<file path="src/hdl/line_square_fov_clip_core_defines.svh">
// Assertion helpers for the line clipping core.
`ifndef LINE_SQUARE_FOV_CLIP_CORE_DEFINES_SVH
`define LINE_SQUARE_FOV_CLIP_CORE_DEFINES_SVH

`define LSFC_ASSERT(label, prop, msg) \
   label: assert property (@(posedge clock) disable iff (reset) prop) else $error(msg);

`define LSFC_ASSERT_IMPL(label, cond, conseq, msg) \
   `LSFC_ASSERT(label, (cond) |-> (conseq), msg)

`endif

</file>
<file path="src/hdl/lsfc_mul.sv">
`timescale 1ns / 1ps
`default_nettype none
module lsfc_mul (
   input  wire logic               clock,
   input  wire logic               en,
   input  wire logic signed [32:0] bound,
   input  wire logic signed [31:0] s_this,
   input  wire logic signed [31:0] d_other,
   output logic signed [64:0]      prod_ff
);
   logic signed [32:0] diff;
   logic signed [64:0] prod_in;

   assign diff    = bound - {s_this[31], s_this};
   assign prod_in = diff * d_other;

   always_ff @(posedge clock) begin
      if (en) begin
         prod_ff <= prod_in;
      end
   end
endmodule
`default_nettype wire

</file>
<file path="config.mk">
export PLATFORM = sky130hd
export DESIGN_NAME = lsfc_mul
export DESIGN_NICKNAME = d
export VERILOG_FILES = /design/src/hdl/line_square_fov_clip_core_defines.svh /design/src/hdl/lsfc_mul.sv
export SDC_FILE = /design/constraint.sdc
export NUM_CORES = 2
export LEC_CHECK = 0
export ABC_CLOCK_PERIOD_IN_PS = 11300
export BUFFER_PORTS_ARGS = -buffer_cell sky130_fd_sc_hd__buf_2
export CAP_MARGIN = 5
export CORE_MARGIN = 10
export CORE_UTILIZATION = 58
export DETAILED_ROUTE_END_ITERATION = 8
export PLACE_DENSITY = 0.76
export SLEW_MARGIN = 20
export SYNTH_ARGS = -nofsm -noshare
export SYNTH_HDL_FRONTEND = slang
export SYNTH_SLANG_ARGS = --single-unit
export TNS_END_PERCENT = 100
</file>
<file path="constraint.sdc">
create_clock -name clock -period 11.3 [get_ports clock]
set_input_delay 0.565 -clock clock [delete_from_list [all_inputs] [get_ports clock]]
set_output_delay 0.565 -clock clock [all_outputs]
set_load 0.05 [all_outputs]
</file>
==> impl_metrics.csv <==
group,metric,value,unit
outcome,status,"completed",
clock_tree,cts_inserted_buffers,9,
floorplanning,initial_core_util,0.586,
setup_path,cp_slowest_cell,"fa_2",
yosys,synth_seq_cells,65,
clock_tree,ctsResizeCount,0,
setup_path,arrival,10.79,ns
setup_path,worstPathRequired,11.46,ns
sta,relSlewSlack,0.368,
floorplanning,die_y,286,um
yosys,yosysWarningCount,0,
setup_path,cp_slowest_stage_delay,0.66,ns
yosys,yosys.area_share.simple,0.154,
grt,grt_pass1_wl,180,mm
layout,fin_cells,5330,
sta,drv_slew,0,
routing,route.vias.total,29700,
layout,area_delta_synth_final,5.37,%
yosys,synth-xor-area-share,0.0227,
sta,hold_violations,0,
yosys,synth-compound-area-share,0.0468,
clock_tree,cts_root_buf,"clkbuf_16",
clock_tree,cts_tree,"yes",
floorplanning,io_pins,164,
routing,wire_per_inst,20.9,um
yosys,synth_top_family_by_area,"adder cells",
run,drv_cap,0,
sta,setup_violations,0,
place,place.gp.congestion,0.975,
floorplanning,die_w,286,um
clock_tree,postCtsSetupBuffers,0,
grt,track_usage,0.284,
yosys,syn_area_per_cell,9.43,um2
routing,drc,0,
setup_path,crit_buf_inv,8,
routing,dr.first_iter.drc_count,2013,
setup_path,endpoint_kind,"flip-flop",
clock_tree,clk_path_buf_depth,2,
setup_path,crit_type,"input port to flip-flop",
place,place_hpwl,91.6,mm
sta,rsz0062_at_grt,"no",
routing,first_pass_iters,6,
yosys,synthArstFlopShare,0,
setup_path,startpoint_type,"input port",
yosys,yosysSeqAreaShare,0.0474,
layout,most-common-layout-cells,"fa_1 (1112), inv_1 (1101), nand2_1 (592)",
grt,grt_pass1_vias,32400,
layout,drive_above_1_share,0.0693,
place,place_inst,5313,
routing,routed_wl,111,mm
yosys,syn-num-nets,5796,
yosys,synth_edf_count,65,
yosys,synthMuxAreaShare,0.000516,
sta,period_needed,10.63,ns
layout,largest_register_ffs,65,
setup_path,crit_top_cell,"fa_1",
yosys,synth_area,0.0412,mm2
min_path,hp-class,"input port to flip-flop",
yosys,yosys.area.top_type,"fa_1",
sta,timing.fmax,94.1,MHz
floorplanning,coreArea,0.0703,mm2
place,port-buffer-count,163,
layout,finalNetCount,5814,
layout,final_common_cell,"fa_1",
sta,finalCritPeriodShare,0.941,
sta,worst_pin_slew,0.949,ns
layout,reg_top3,"prod_ff (65)",
grt,grt_max_degree,61,
yosys,ys.flop_type,"edfxtp_1",
grt,grt-ovfl-total,0,
clock_tree,cts.sinks,65,
grt,antenna_found_initial,1,
floorplanning,rows,97,
clock_tree,path_clk_slew,0.07,ns
routing,ant_nets,0,
setup_path,critPathTopFamily,"adder cells",
layout,fill_cells,5862,
yosys,yosys-top-cells-area,"fa_1 (54%), inv_1 (10%), and2_1 (6.7%), ha_1 (6.6%), nand2_1 (5.4%)",
clock_tree,cts-hold-fix-buffers,0,
yosys,synthAdderAreaFrac,0.607,
setup_path,cp_max_fo,22,
sta,fin_tns_setup,0,ns
yosys,syn_inst,4366,
yosys,netlist.area_leader.share,0.541,
floorplanning,dieArea,0.0821,mm2
layout,largest-register,"prod_ff",
yosys,synth_cell_type_count,80,
clock_tree,h-tree-depth,3,
routing,vias_per_cell,5.57,
[metrics by stage]
| stage | util | instance area, um2 | hold WS (ns) | setup slack [ns] |
|---|---|---|---|---|
| 3_3_place_gp | 0.613 | 43100 | 0.878 | 0.272 |
| 5_1_grt | 0.618 | 43400 | 0.482 | 0.0484 |
| 6_report | 0.618 | 43400 | 0.475 | 0.669 |
| 4_1_cts | 0.617 | 43400 | 0.462 | 0.528 |
| 3_5_place_dp | 0.613 | 43100 | 0.878 | 0.131 |
| 2_1_floorplan | - | 41200 | 0.677 | 0.889 |
[cell usage after synthesis (4+ instances only)]
cell type	n
xnor2_1	76
and4_1	4
buf_2	35
nor3_1	13
edfxtp_1	65
a211oi_1	7
fa_1	1113
nor4_1	4
o211ai_1	6
nand3_1	17
nor2_1	63
and3_1	10
clkbuf_1	175
and2_1	440
xor2_1	24
ha_1	218
o21bai_1	13
a21o_1	49
nand2_1	592
a31oi_1	9
o21ai_0	28
o21ai_1	12
nand4_1	18
nor2b_1	52
inv_1	1101
a21oi_1	86
o21a_1	11
nand2b_1	43
[final cells by class]
cell class                      count  area (um2)  share of cell area
Antenna cell                        1        2.50           0.0000577
Clock buffer                        9         225             0.00519
Clock inverter                      7        82.6             0.00190
Inverter                         1101        4130              0.0952
Multi-Input combinational cell   2983       34400               0.793
Sequential cell                    65        1950              0.0450
Tap cell                          940        1180              0.0271
Timing Repair Buffer              224        1400              0.0322
[worst paths after layout]
check | start | endpoint | slack (ns) | depth (start not counted)
max | bound[0] | prod_ff[63] | 0.67 | 37
min | en | prod_ff[58] | 0.48 | 1
[cells by family after synthesis]
| group | count (synthesis) |
|---|---|
| buffers and inverters | 1318 |
| AOI/OAI and AO/OA | 274 |
| xor gates and xnor gates | 103 |
| adders and majority gates | 1331 |
| DFF | 65 |
| and+or+nand+nor | 1273 |
| muxes | 2 |
[per-layer routing]
layer,track usage,up-vias,wire length [um]
met5,0,-,0
met4,0.116,0,5110
met3,0.0622,307,9740
met2,0.474,1229,54700
met1,0.356,15500,41900
li1,-,12600,-
Power is left out: the tool's default activity adds up to more than one toggle a clock period on the data nets, which glitch-free logic cannot reach.
