### config.mk
export PLATFORM = sky130hd
export DESIGN_NAME = lsfc_pick
export DESIGN_NICKNAME = d
export VERILOG_FILES = /design/src/hdl/line_square_fov_clip_core_defines.svh /design/src/hdl/lsfc_pkg.sv /design/src/hdl/lsfc_pick.sv
export SDC_FILE = /design/constraint.sdc
export NUM_CORES = 1
export LEC_CHECK = 0
export BUFFER_PORTS_ARGS = -buffer_cell sky130_fd_sc_hd__clkbuf_2
export CAP_MARGIN = 40
export CORE_AREA = 5 5 151 153
export CTS_BUF_LIST = sky130_fd_sc_hd__clkbuf_8
export CTS_CLUSTER_SIZE = 20
export DETAILED_ROUTE_END_ITERATION = 10
export DIE_AREA = 0 0 156 158
export PLACE_DENSITY_LB_ADDON = 0.25
export SLEW_MARGIN = 20
export SYNTH_ARGS = -nofsm -noshare
export SYNTH_HDL_FRONTEND = slang
export SYNTH_SLANG_ARGS = --single-unit
### constraint.sdc
create_clock -name clock -period 7.3 [get_ports clock]
set_input_delay 1.46 -clock clock [delete_from_list [all_inputs] [get_ports clock]]
set_output_delay 1.46 -clock clock [all_outputs]
set_load 0.01 [all_outputs]
### src/hdl/line_square_fov_clip_core_defines.svh
// Assertion helpers for the line clipping core.
`ifndef LINE_SQUARE_FOV_CLIP_CORE_DEFINES_SVH
`define LINE_SQUARE_FOV_CLIP_CORE_DEFINES_SVH

`define LSFC_ASSERT(label, prop, msg) \
   label: assert property (@(posedge clock) disable iff (reset) prop) else $error(msg);

`define LSFC_ASSERT_IMPL(label, cond, conseq, msg) \
   `LSFC_ASSERT(label, (cond) |-> (conseq), msg)

`endif

### src/hdl/lsfc_pkg.sv
`timescale 1ns / 1ps
`default_nettype none
package lsfc_pkg;
   localparam int QuotBits = 33;
   localparam int DivLat = QuotBits + 1;

   typedef struct packed {
      logic              keep;
      logic signed [31:0] x;
      logic signed [31:0] y;
   } crossing_type;

   typedef struct packed {
      logic signed [31:0] sx;
      logic signed [31:0] sy;
      logic               nzx;
      logic               nzy;
   } side_type;
endpackage
`default_nettype wire

### src/hdl/lsfc_pick.sv
`timescale 1ns / 1ps
`default_nettype none
module lsfc_pick import lsfc_pkg::*; (
   input  wire logic         clock,
   input  wire logic         reset,
   input  wire logic         en,
   input  wire logic         valid,
   input  wire crossing_type cr [4],
   output logic              valid_ff,
   output logic              crosses_ff,
   output logic signed [31:0] first_x_ff,
   output logic signed [31:0] first_y_ff,
   output logic signed [31:0] second_x_ff,
   output logic signed [31:0] second_y_ff
);
   logic [2:0]   count;
   crossing_type fst, snd;
   logic         got;

   always_comb begin
      count = '0;
      fst   = '0;
      snd   = '0;
      got   = 1'b0;
      for (int i = 0; i < 4; i++) begin
         if (cr[i].keep) begin
            count = count + 3'd1;
            if (!got) begin
               fst = cr[i];
               got = 1'b1;
            end else if (count == 3'd2) begin
               snd = cr[i];
            end
         end
      end
   end

   always_ff @(posedge clock) begin
      if (reset) begin
         valid_ff <= 1'b0;
      end else if (en) begin
         valid_ff <= valid;
      end
   end

   always_ff @(posedge clock) begin
      if (en) begin
         crosses_ff  <= count == 3'd2;
         first_x_ff  <= (count == 3'd2) ? fst.x : '0;
         first_y_ff  <= (count == 3'd2) ? fst.y : '0;
         second_x_ff <= (count == 3'd2) ? snd.x : '0;
         second_y_ff <= (count == 3'd2) ? snd.y : '0;
      end
   end
endmodule
`default_nettype wire
==> results.py, run 1 <==
metrics = {
    "run_status": {
        "outcome": "finished, final reports clean",
    },
    "critical_path": {
        "cp_slowest_cell": "o21bai_4",
        "cp.depth": 12,
        "critical-path-top-delay-family": "buffers and inverters",
        "r2r_slack_ns": 6.70,
        "crit_top_cell": "ha_1",
        "r2r_cells": 2,
        "path_max_fanout": 55,
        "timing.critical_path.buf_inv": 4,
        "path_class": "input port to flip-flop",
        "cp_data_required_time_ns": 7.46,
        "r2r-end": "valid_ff",
        "endpoint_kind": "flip-flop",
        "rr_startpoint": "valid_ff",
        "critPathMaxStageDelay_ns": 0.56,
        "crit_path_start_kind": "input port",
        "critPathArrivalTime_ns": 4.44,
        "cp_cell_sequence": "clkbuf_2, inv_2, ha_1, nand2b_4, o21ai_0, ha_1, nand3b_1, o32ai_2, o21bai_4, buf_4, buf_16, a311oi_2",
        "critPathCapture": "second_x_ff[1]",
        "crit_start": "cr[259]",
    },
    "routing": {
        "wirelength_mm": 31.0,
        "vias": 8125,
        "drt-initial-drc-count": 586,
        "vias_per_cell": 5.82,
        "drtAntennaViolNets": 0,
        "dr.pass1.iters": 5,
        "wl_per_cell_um": 22.2,
        "drc": 0,
    },
    "power": {
        "power_frac_seq_pct": 46.5,
        "switchingPower_w": 0.000629,
        "power_density_nw_per_um2": 192,
        "leakage_nw": 4.09,
        "switching_share_pct": 31.4,
        "p_int_w": 0.00137,
        "ir_worst_vdd_v": 0.0000897,
        "finalPower_w": 0.00200,
        "clkPwrFrac_pct": 27.8,
        "combPwrFrac_pct": 25.7,
    },
    "logic_synthesis": {
        "synth_xor_area_share_pct": 0.109,
        "synth_simple_gate_area_share_pct": 14.5,
        "synth-compound-area-share_pct": 29.8,
        "synth_edf_count": 129,
        "synth_top_family_by_area": "compound AO/OA/AOI/OAI gates",
        "synth_nets": 1028,
        "syn_inst": 761,
        "ys.flop_type": "edfxtp_1",
        "ys_seq_area_share_pct": 48.5,
        "synthArstFlopShare_pct": 0,
        "ys_types": 34,
        "synth_fa_ha_area_share_pct": 0.467,
        "muxShareOfSynthArea_pct": 0.125,
        "ys_warn_count": 0,
        "avgSynthCellArea_um2": 10.6,
        "synth-seq-cells": 130,
        "synth_area_um2": 8030,
    },
    "min_path": {
        "hold_class": "flip-flop to flip-flop",
    },
    "sta": {
        "setup_ws_ns": 3.02,
        "rsz0062_at_grt": "no",
        "setup_viol": 0,
        "fmaxAchievable_mhz": 233,
        "fin_skew_ns": 0,
        "slew_headroom_pct": 41.6,
        "period_minus_slack_ns": 4.28,
        "report.final.hold_viol_count": 0,
        "period_share_pct": 58.7,
        "tightest_slew_ns": 0.876,
        "maxSlewViolCount": 0,
        "final.setup.tns_ns": 0,
    },
    "layout": {
        "final_common_cell": "clkbuf_2",
        "final-seq-area_um2": 3890,
        "layout_common_cells": "clkbuf_2, edfxtp_1, nand2_1, nor2_1",
        "syn2layout_area_growth_pct": 30.1,
        "num-fill-cells": 2066,
        "drive_gt1_share_pct": 45.5,
        "num_antenna_cells": 0,
        "final_nets": 1371,
        "multi_input_area_um2": 3630,
    },
    "die": {
        "start_util_pct": 37.5,
        "io_pins": 394,
        "coreArea_um2": 21400,
        "row_count": 54,
        "fp.dieH_um": 158,
        "die_w_um": 156,
        "die_area_um2": 24600,
    },
    "grt": {
        "grt_max_degree": 65,
        "grt_pass1_vias": 8252,
        "grt_pass1_wl_mm": 46.1,
        "grt_remaining_overflow": 0,
        "antenna_found_initial": 0,
        "grt_usage_pct": 24.0,
    },
    "clock_tree": {
        "htree_levels": 4,
        "clockRootBuffer": "clkbuf_8",
        "cts_hold_buf": 0,
        "numCtsBuffers": 17,
        "clkTransAtPathRegs_ns": 0.08,
        "post_cts_resized": 0,
        "cts_buffer_depth": 2,
        "post_cts_buffers": 0,
        "cts_tree": "yes",
        "cts.sinks": 130,
        "clkLatencyLatePin_ns": 0.44,
    },
    "place": {
        "dp_hpwl_mm": 21.5,
        "dp_slack_ns": 2.54,
        "gp_congestion": 0.847,
        "io_buffers": 393,
    },
    "run": {
        "maxCapViolCount": 0,
    },
}
==> worst reg2reg max path, cell delays in order (launching register included) <==
cell	delay (ns)
dfxtp_1	0.31
mux2i_1	0.14
nor2_1	0.05
==> worst min-delay path by stage <==
stage	slack [ns]	end	cells past startpoint	startpoint
6_report	0.51	valid_ff	2	valid_ff
5_1_grt	0.57	valid_ff	2	valid_ff
4_1_cts	0.50	valid_ff	2	valid_ff
3_5_place_dp	0.48	valid_ff	2	valid_ff
3_3_place_gp	0.48	valid_ff	2	valid_ff
2_1_floorplan	0.53	valid_ff	2	valid_ff
==> synth_stat cells, types with 2 or more instances <==
master / count / share of area (%)
inv_1: 3 / 0.14
buf_2: 17 / 1.1
ha_1: 3 / 0.47
nand2_1: 129 / 6.0
buf_6: 12 / 1.7
clkbuf_1: 43 / 2.0
nand3b_1: 2 / 0.19
a221o_1: 64 / 8.0
inv_2: 2 / 0.094
buf_4: 17 / 1.6
edfxtp_1: 129 / 48
nor2_1: 65 / 3.0
a311oi_2: 53 / 9.9
nand3_1: 64 / 4.0
and3b_1: 2 / 0.22
a311oi_1: 12 / 1.3
a21oi_1: 64 / 4.0
o211ai_1: 64 / 6.0
==> logic make-up (layout without fill, tap and decap cells) <==
| group | Yosys count | in the layout |
|---|---|---|
| fa+ha+maj | 3 | 3 |
| xor+xnor | 1 | 1 |
| buf+inv | 94 | 449 |
| flops | 130 | 130 |
| mux | 1 | 1 |
| simple gates | 271 | 271 |
| compound gates | 261 | 261 |
==> cell type report <==
class / instances / area share (%)
tap: 280 / 3.35
clock buffer: 17 / 2.24
sequential: 130 / 37.3
timing repair buffer: 413 / 21.2
clock inverter: 14 / 0.982
inverter: 5 / 0.180
multi-input combinational: 537 / 34.8
==> metrics by stage <==
stage	instance area [um2]	cells	util (%)	hold slack, ns
6_report	10400	1396	48.8	0.506
3_5_place_dp	10100	1365	47.2	0.482
4_1_cts	10400	1396	48.8	0.505
3_3_place_gp	9980	1360	46.6	0.477
2_1_floorplan	8030	761	-	0.528
5_1_grt	10400	1396	48.8	0.565
==> state kept, by name, summed over array words and instances (netlist names) <==
name and flops:
valid_ff 1, first_x_ff 32, second_x_ff 32, crosses_ff 1, first_y_ff 32, second_y_ff 32
==> power groups by stage <==
stage | registers [W] | clock network [W] | logic [W]
2_1_floorplan | 0.000986 | 0 | 0.000244
3_3_place_gp | 0.000949 | 0 | 0.000498
3_5_place_dp | 0.000949 | 0 | 0.000516
4_1_cts | 0.000933 | 0.000569 | 0.000517
5_1_grt | 0.000938 | 0.000598 | 0.000555
6_report | 0.000932 | 0.000558 | 0.000514
==> metal layers <==
layer,up-vias,part of all wire [%],routed length (um),track usage [%]
li1,3683,-,-,-
met1,3914,37,11600,29.0
met2,467,50,15500,41.6
met3,61,9.6,2970,5.25
met4,0,2.9,912,9.88
met5,-,0,0,0
Power figures use the tool's default switching activity.
==> run 2, diff against run 1 <==
--- a/config.mk
+++ b/config.mk
@@ -7,11 +7,12 @@
 export LEC_CHECK = 0
 export BUFFER_PORTS_ARGS = -buffer_cell sky130_fd_sc_hd__clkbuf_2
 export CAP_MARGIN = 40
-export CORE_AREA = 5 5 151 153
+export CORE_ASPECT_RATIO = 0.75
+export CORE_MARGIN = 5
+export CORE_UTILIZATION = 43
 export CTS_BUF_LIST = sky130_fd_sc_hd__clkbuf_8
 export CTS_CLUSTER_SIZE = 20
 export DETAILED_ROUTE_END_ITERATION = 10
-export DIE_AREA = 0 0 156 158
 export PLACE_DENSITY_LB_ADDON = 0.25
 export SLEW_MARGIN = 20
 export SYNTH_ARGS = -nofsm -noshare
==> constraint.sdc (replaced) <==
create_clock -name clock -period 3.64 [get_ports clock]
set_input_delay 0.728 -clock clock [delete_from_list [all_inputs] [get_ports clock]]
set_output_delay 0.728 -clock clock [all_outputs]
set_load 0.01 [all_outputs]
==> run 2 against run 1 <==
Against the previous run:
- count of clock-buffer cells in the layout did not move
- clock skew did not move
- cell area rose by 1.9%
- non-clock buffer count rose by 5
- flip-flop and latch count did not move
- first-iteration DRC count rose by 53%
- die area fell by 13%
- sequential power rose by 100%
- clock power rose to 2.5 times the previous value
- combinational power rose by 110%
- critical endpoint is now second_y_ff[19]
- highest routed layer unchanged
==> results.py, run 2 (synthesis gave the netlist of run 1 again) <==
metrics = {
    "die": {
        "die_area_um2": 21500,
        "die_w_um": 168,
        "io_pins": 394,
        "row_count": 43,
        "fp.dieH_um": 128,
        "start_util_pct": 43.6,
        "coreArea_um2": 18400,
    },
    "place": {
        "gp_congestion": 0.851,
        "dp_hpwl_mm": 21.4,
        "io_buffers": 393,
        "place_inst": 1336,
        "dpl_cell_area_um2": 10200,
    },
    "sta": {
        "maxSlewViolCount": 0,
        "rsz0062_at_grt": "no",
        "period_share_pct": 73.3,
        "period_minus_slack_ns": 2.67,
        "report.final.hold_viol_count": 0,
        "fin_skew_ns": 0,
        "final.setup.tns_ns": 0,
        "slew_headroom_pct": 47.9,
        "fmaxAchievable_mhz": 375,
        "setup_viol": 0,
        "tightest_slew_ns": 0.779,
    },
    "clock_tree": {
        "htree_levels": 4,
        "cts_buffer_depth": 2,
        "cts_tree": "yes",
        "cts.sinks": 130,
        "clockRootBuffer": "clkbuf_8",
        "cts_hold_buf": 0,
        "clkTransAtPathRegs_ns": 0.08,
        "clkLatencyLatePin_ns": 0.43,
        "numCtsBuffers": 17,
        "post_cts_resized": 0,
        "post_cts_buffers": 0,
    },
    "critical_path": {
        "endpoint_kind": "flip-flop",
        "critPathArrivalTime_ns": 2.82,
        "r2r-end": "valid_ff",
        "cp_data_required_time_ns": 3.79,
        "r2r_cells": 2,
        "r2r_slack_ns": 3.04,
        "crit_path_start_kind": "input port",
        "path_max_fanout": 46,
        "rr_startpoint": "valid_ff",
        "path_class": "input port to flip-flop",
    },
    "routing": {
        "drc": 0,
        "vias": 8248,
        "vias_per_cell": 6.02,
        "wirelength_mm": 30.3,
        "drtAntennaViolNets": 0,
        "drt-initial-drc-count": 894,
        "dr.pass1.iters": 5,
        "wl_per_cell_um": 22.1,
    },
    "layout": {
        "layout_common_cells": "clkbuf_2, edfxtp_1, nand2_1, nor2_1",
        "finalNonFillerCells": 1370,
        "num-fill-cells": 1643,
        "final-seq-area_um2": 3890,
        "syn2layout_area_growth_pct": 32.6,
        "final_nets": 1376,
        "multi_input_area_um2": 3630,
        "finish.utilization_pct": 57.9,
        "final_common_cell": "clkbuf_2",
        "drive_gt1_share_pct": 45.7,
        "final_area_um2": 10600,
    },
    "power": {
        "switchingPower_w": 0.00128,
        "leakage_nw": 4.19,
        "finalPower_w": 0.00436,
        "combPwrFrac_pct": 24.3,
        "power_density_nw_per_um2": 409,
        "clkPwrFrac_pct": 32.6,
        "switching_share_pct": 29.5,
        "power_frac_seq_pct": 43.1,
        "p_int_w": 0.00307,
        "ir_worst_vdd_v": 0.000203,
    },
    "run_status": {
        "outcome": "finished, final reports clean",
    },
    "grt": {
        "grt_pass1_vias": 8120,
        "grt_pass1_wl_mm": 46.0,
        "antenna_found_initial": 1,
        "grt_max_degree": 79,
        "grt_remaining_overflow": 0,
        "grt_usage_pct": 27.0,
    },
    "min_path": {
        "min_from": "reset",
        "whs_endpoint": "valid_ff",
        "hold_class": "input port to flip-flop",
        "holdPathStages": 2,
    },
    "run": {
        "maxCapViolCount": 0,
    },
}
-- run 2: changes by cell type in the layout (fill, tap and decap cells not counted), sizes merged --
cell	before	now
bufinv	1	5
clkinv	7	4
diode	0	1
clkinvlp	3	2
buf	21	26
inv	8	9
-- run 2: cell type report --
| class | instances | area share (%) |
|---|---|---|
| Inverter | 5 | 0.176 |
| Clock buffer | 17 | 2.20 |
| Tap cell | 247 | 2.90 |
| Sequential cell | 130 | 36.6 |
| Timing Repair Buffer | 418 | 22.0 |
| Antenna cell | 1 | 0.0235 |
| Multi-Input combinational cell | 537 | 34.1 |
| Clock inverter | 15 | 2.02 |
-- run 2: worst max path at each step --
| stage | from | to | slack [ns] | cells past startpoint |
|---|---|---|---|---|
| 3_5_place_dp | cr[259] | second_y_ff[2] | 0.18 | 10 |
| 2_1_floorplan | cr[194] | second_x_ff[11] | 0.98 | 11 |
| 3_3_place_gp | cr[259] | second_x_ff[29] | 0.26 | 10 |
| 6_report | cr[259] | second_y_ff[19] | 0.97 | 10 |
| 4_1_cts | cr[259] | second_x_ff[29] | 0.66 | 10 |
| 5_1_grt | cr[259] | second_y_ff[19] | 0.88 | 10 |
-- run 2: power groups by stage --
stage	logic (W)	registers, W	clock network, W
finish	0.00106	0.00188	0.00142
global placement	0.00103	0.00191	0
detailed placement	0.00104	0.00191	0
global route	0.00114	0.00189	0.00151
CTS	0.00105	0.00188	0.00145
floorplan	0.000489	0.00198	0
-- run 2: per-layer routing --
metal	up-vias	GRT usage, %	wire length [um]
met5	-	0	0
met4	0	10.8	958
met3	61	6.88	3090
met2	577	43.8	14800
met1	3911	34.8	11500
li1	3699	-	-
-- run 2: metrics by stage --
step                      setup slack (ns)  hold slack [ns]
after floorplan                      0.979            0.528
after global placement               0.258            0.473
after detailed placement             0.176            0.527
after CTS                            0.656            0.416
after global routing                 0.876            0.413
final                                0.972            0.449
-- run 2: critical path, stage by stage --
cell	delay, ns
clkbuf_2	0.16
inv_2	0.07
ha_1	0.36
xor2_1	0.19
ha_1	0.19
and2b_1	0.22
a311oi_1	0.26
o21bai_4	0.24
buf_12	0.30
a311oi_2	0.07
==> run 3, diff against run 2 <==
==> constraint.sdc (replaced) <==
create_clock -name clock -period 2.44 [get_ports clock]
set_input_delay 0.488 -clock clock [delete_from_list [all_inputs] [get_ports clock]]
set_output_delay 0.488 -clock clock [all_outputs]
set_load 0.01 [all_outputs]
==> run 3 against run 2 <==
Against the previous run:
- sequential share of layout area down 0.79 points
- cell count up 2.0%
- cell area up 2.2%
- first-iteration DRC count up 4.8%
- critical path depth unchanged
- worst hold slack worse by 0.24 ns
- combinational power up 54%
- global-route usage up 0.24 points
- count of clock-buffer cells in the layout unchanged
- total power up 47%
- flip-flop and latch count unchanged
==> results.py, run 3 (synthesis gave the netlist of run 1 again) <==
metrics = {
    "power": {
        "p_int_w": 0.00450,
        "clkPwrFrac_pct": 30.9,
        "ir_worst_vdd_v": 0.000267,
        "power_frac_seq_pct": 43.7,
        "leakage_nw": 4.34,
        "finalPower_w": 0.00640,
        "switchingPower_w": 0.00190,
        "power_density_nw_per_um2": 589,
        "switching_share_pct": 29.7,
        "combPwrFrac_pct": 25.4,
    },
    "grt": {
        "grt_usage_pct": 27.2,
        "grt_remaining_overflow": 0,
        "grt_pass1_vias": 8350,
        "grt_pass1_wl_mm": 46.3,
        "antenna_found_initial": 0,
        "grt_max_degree": 56,
    },
    "place": {
        "dp_slack_ns": -0.220,
        "io_buffers": 393,
        "gp_congestion": 0.865,
        "dp_hpwl_mm": 21.8,
        "place_inst": 1364,
    },
    "critical_path": {
        "crit_top_cell": "ha_1",
        "path_class": "input port to flip-flop",
        "cp.depth": 10,
        "crit_start": "cr[259]",
        "rr_startpoint": "valid_ff",
        "r2r_cells": 2,
        "r2r-end": "valid_ff",
        "cp_slowest_cell": "ha_1",
        "timing.critical_path.buf_inv": 3,
        "crit_path_start_kind": "input port",
        "critical-path-top-delay-family": "compound AO/OA/AOI/OAI gates",
        "critPathArrivalTime_ns": 2.39,
        "r2r_slack_ns": 1.82,
        "critPathMaxStageDelay_ns": 0.29,
        "endpoint_kind": "flip-flop",
        "critPathCapture": "first_x_ff[12]",
        "path_max_fanout": 40,
        "cp_data_required_time_ns": 2.61,
        "cp_cell_sequence": "clkbuf_2, inv_2, ha_1, xor2_1, ha_1, and2b_1, a311oi_1, o21bai_4, buf_12, a21oi_1",
    },
    "routing": {
        "drt-initial-drc-count": 937,
        "wl_per_cell_um": 21.9,
        "drtAntennaViolNets": 0,
        "wirelength_mm": 30.6,
        "drc": 0,
        "dr.pass1.iters": 6,
        "vias": 8426,
        "vias_per_cell": 6.03,
    },
    "layout": {
        "syn2layout_area_growth_pct": 35.5,
        "final_nets": 1404,
        "num-fill-cells": 1619,
        "layout_common_cells": "clkbuf_2, edfxtp_1, nand2_1, nor2_1",
        "finalNonFillerCells": 1397,
        "num_antenna_cells": 0,
        "final-seq-area_um2": 3890,
        "drive_gt1_share_pct": 47.0,
        "finish.utilization_pct": 59.1,
        "final_common_cell": "clkbuf_2",
        "multi_input_area_um2": 3630,
    },
    "die": {
        "coreArea_um2": 18400,
        "die_area_um2": 21500,
        "fp.dieH_um": 128,
        "die_w_um": 168,
        "start_util_pct": 43.6,
        "row_count": 43,
        "io_pins": 394,
    },
    "clock_tree": {
        "post_cts_resized": 0,
        "cts_tree": "yes",
        "clkTransAtPathRegs_ns": 0.08,
        "htree_levels": 4,
        "clockRootBuffer": "clkbuf_8",
        "cts_hold_buf": 0,
        "cts.sinks": 130,
        "post_cts_buffers": 0,
        "clkLatencyLatePin_ns": 0.44,
        "cts_buffer_depth": 2,
        "numCtsBuffers": 17,
    },
    "min_path": {
        "holdPathStages": 2,
        "hold_class": "input port to flip-flop",
    },
    "sta": {
        "fin_skew_ns": 0,
        "setup_viol": 0,
        "period_share_pct": 90.9,
        "rsz0062_at_grt": "no",
        "period_minus_slack_ns": 2.22,
        "report.final.hold_viol_count": 0,
        "slew_headroom_pct": 55.4,
        "maxSlewViolCount": 0,
        "tightest_slew_ns": 0.669,
        "setup_ws_ns": 0.223,
        "fmaxAchievable_mhz": 451,
    },
    "run": {
        "maxCapViolCount": 0,
    },
    "run_status": {
        "outcome": "finished, final reports clean",
    },
}
-- run 3: cell count changes in the layout (fill, tap and decap cells not counted), sizes merged --
| cell | before | now |
|---|---|---|
| buf | 26 | 54 |
| bufinv | 5 | 4 |
| clkinv | 4 | 6 |
| clkinvlp | 2 | 1 |
| diode | 1 | 0 |
-- run 3: worst min-delay path by stage --
stage / startpoint / to
5_1_grt: reset / valid_ff
3_3_place_gp: valid_ff / valid_ff
3_5_place_dp: valid_ff / valid_ff
2_1_floorplan: valid_ff / valid_ff
4_1_cts: reset / valid_ff
6_report: reset / valid_ff
-- run 3: metal layers --
metal / vias up / part of all wire [%] / GRT usage, % / wire length [um]
met5: - / 0 / 0 / 0
met4: 0 / 2.0 / 8.92 / 604
met3: 44 / 11 / 6.70 / 3260
met2: 617 / 49 / 45.0 / 15100
met1: 4011 / 38 / 35.4 / 11600
li1: 3754 / - / - / -
-- run 3: stage by stage --
step / setup TNS [ns] / area, um2 / hold WS, ns
floorplan: 0 / 8030 / 0.528
global placement: -18.79 / 10400 / 0.474
detailed placement: -24.29 / 10400 / 0.545
CTS: 0 / 10900 / 0.169
global route: 0 / 10900 / 0.168
finish: 0 / 10900 / 0.205
-- run 3: power groups by stage --
stage	sequential (W)	combinational, W	clock [W]
finish	0.00280	0.00163	0.00198
detailed placement	0.00285	0.00162	0
floorplan	0.00295	0.000729	0
global route	0.00282	0.00174	0.00210
CTS	0.00280	0.00162	0.00201
global placement	0.00285	0.00160	0
-- run 3: final cells by class --
type / count / share of cell area, %
multi-input combinational: 537 / 33.4
tap: 247 / 2.84
clock inverter: 15 / 1.66
sequential: 130 / 35.8
timing repair buffer: 446 / 24.0
inverter: 5 / 0.172
clock buffer: 17 / 2.15
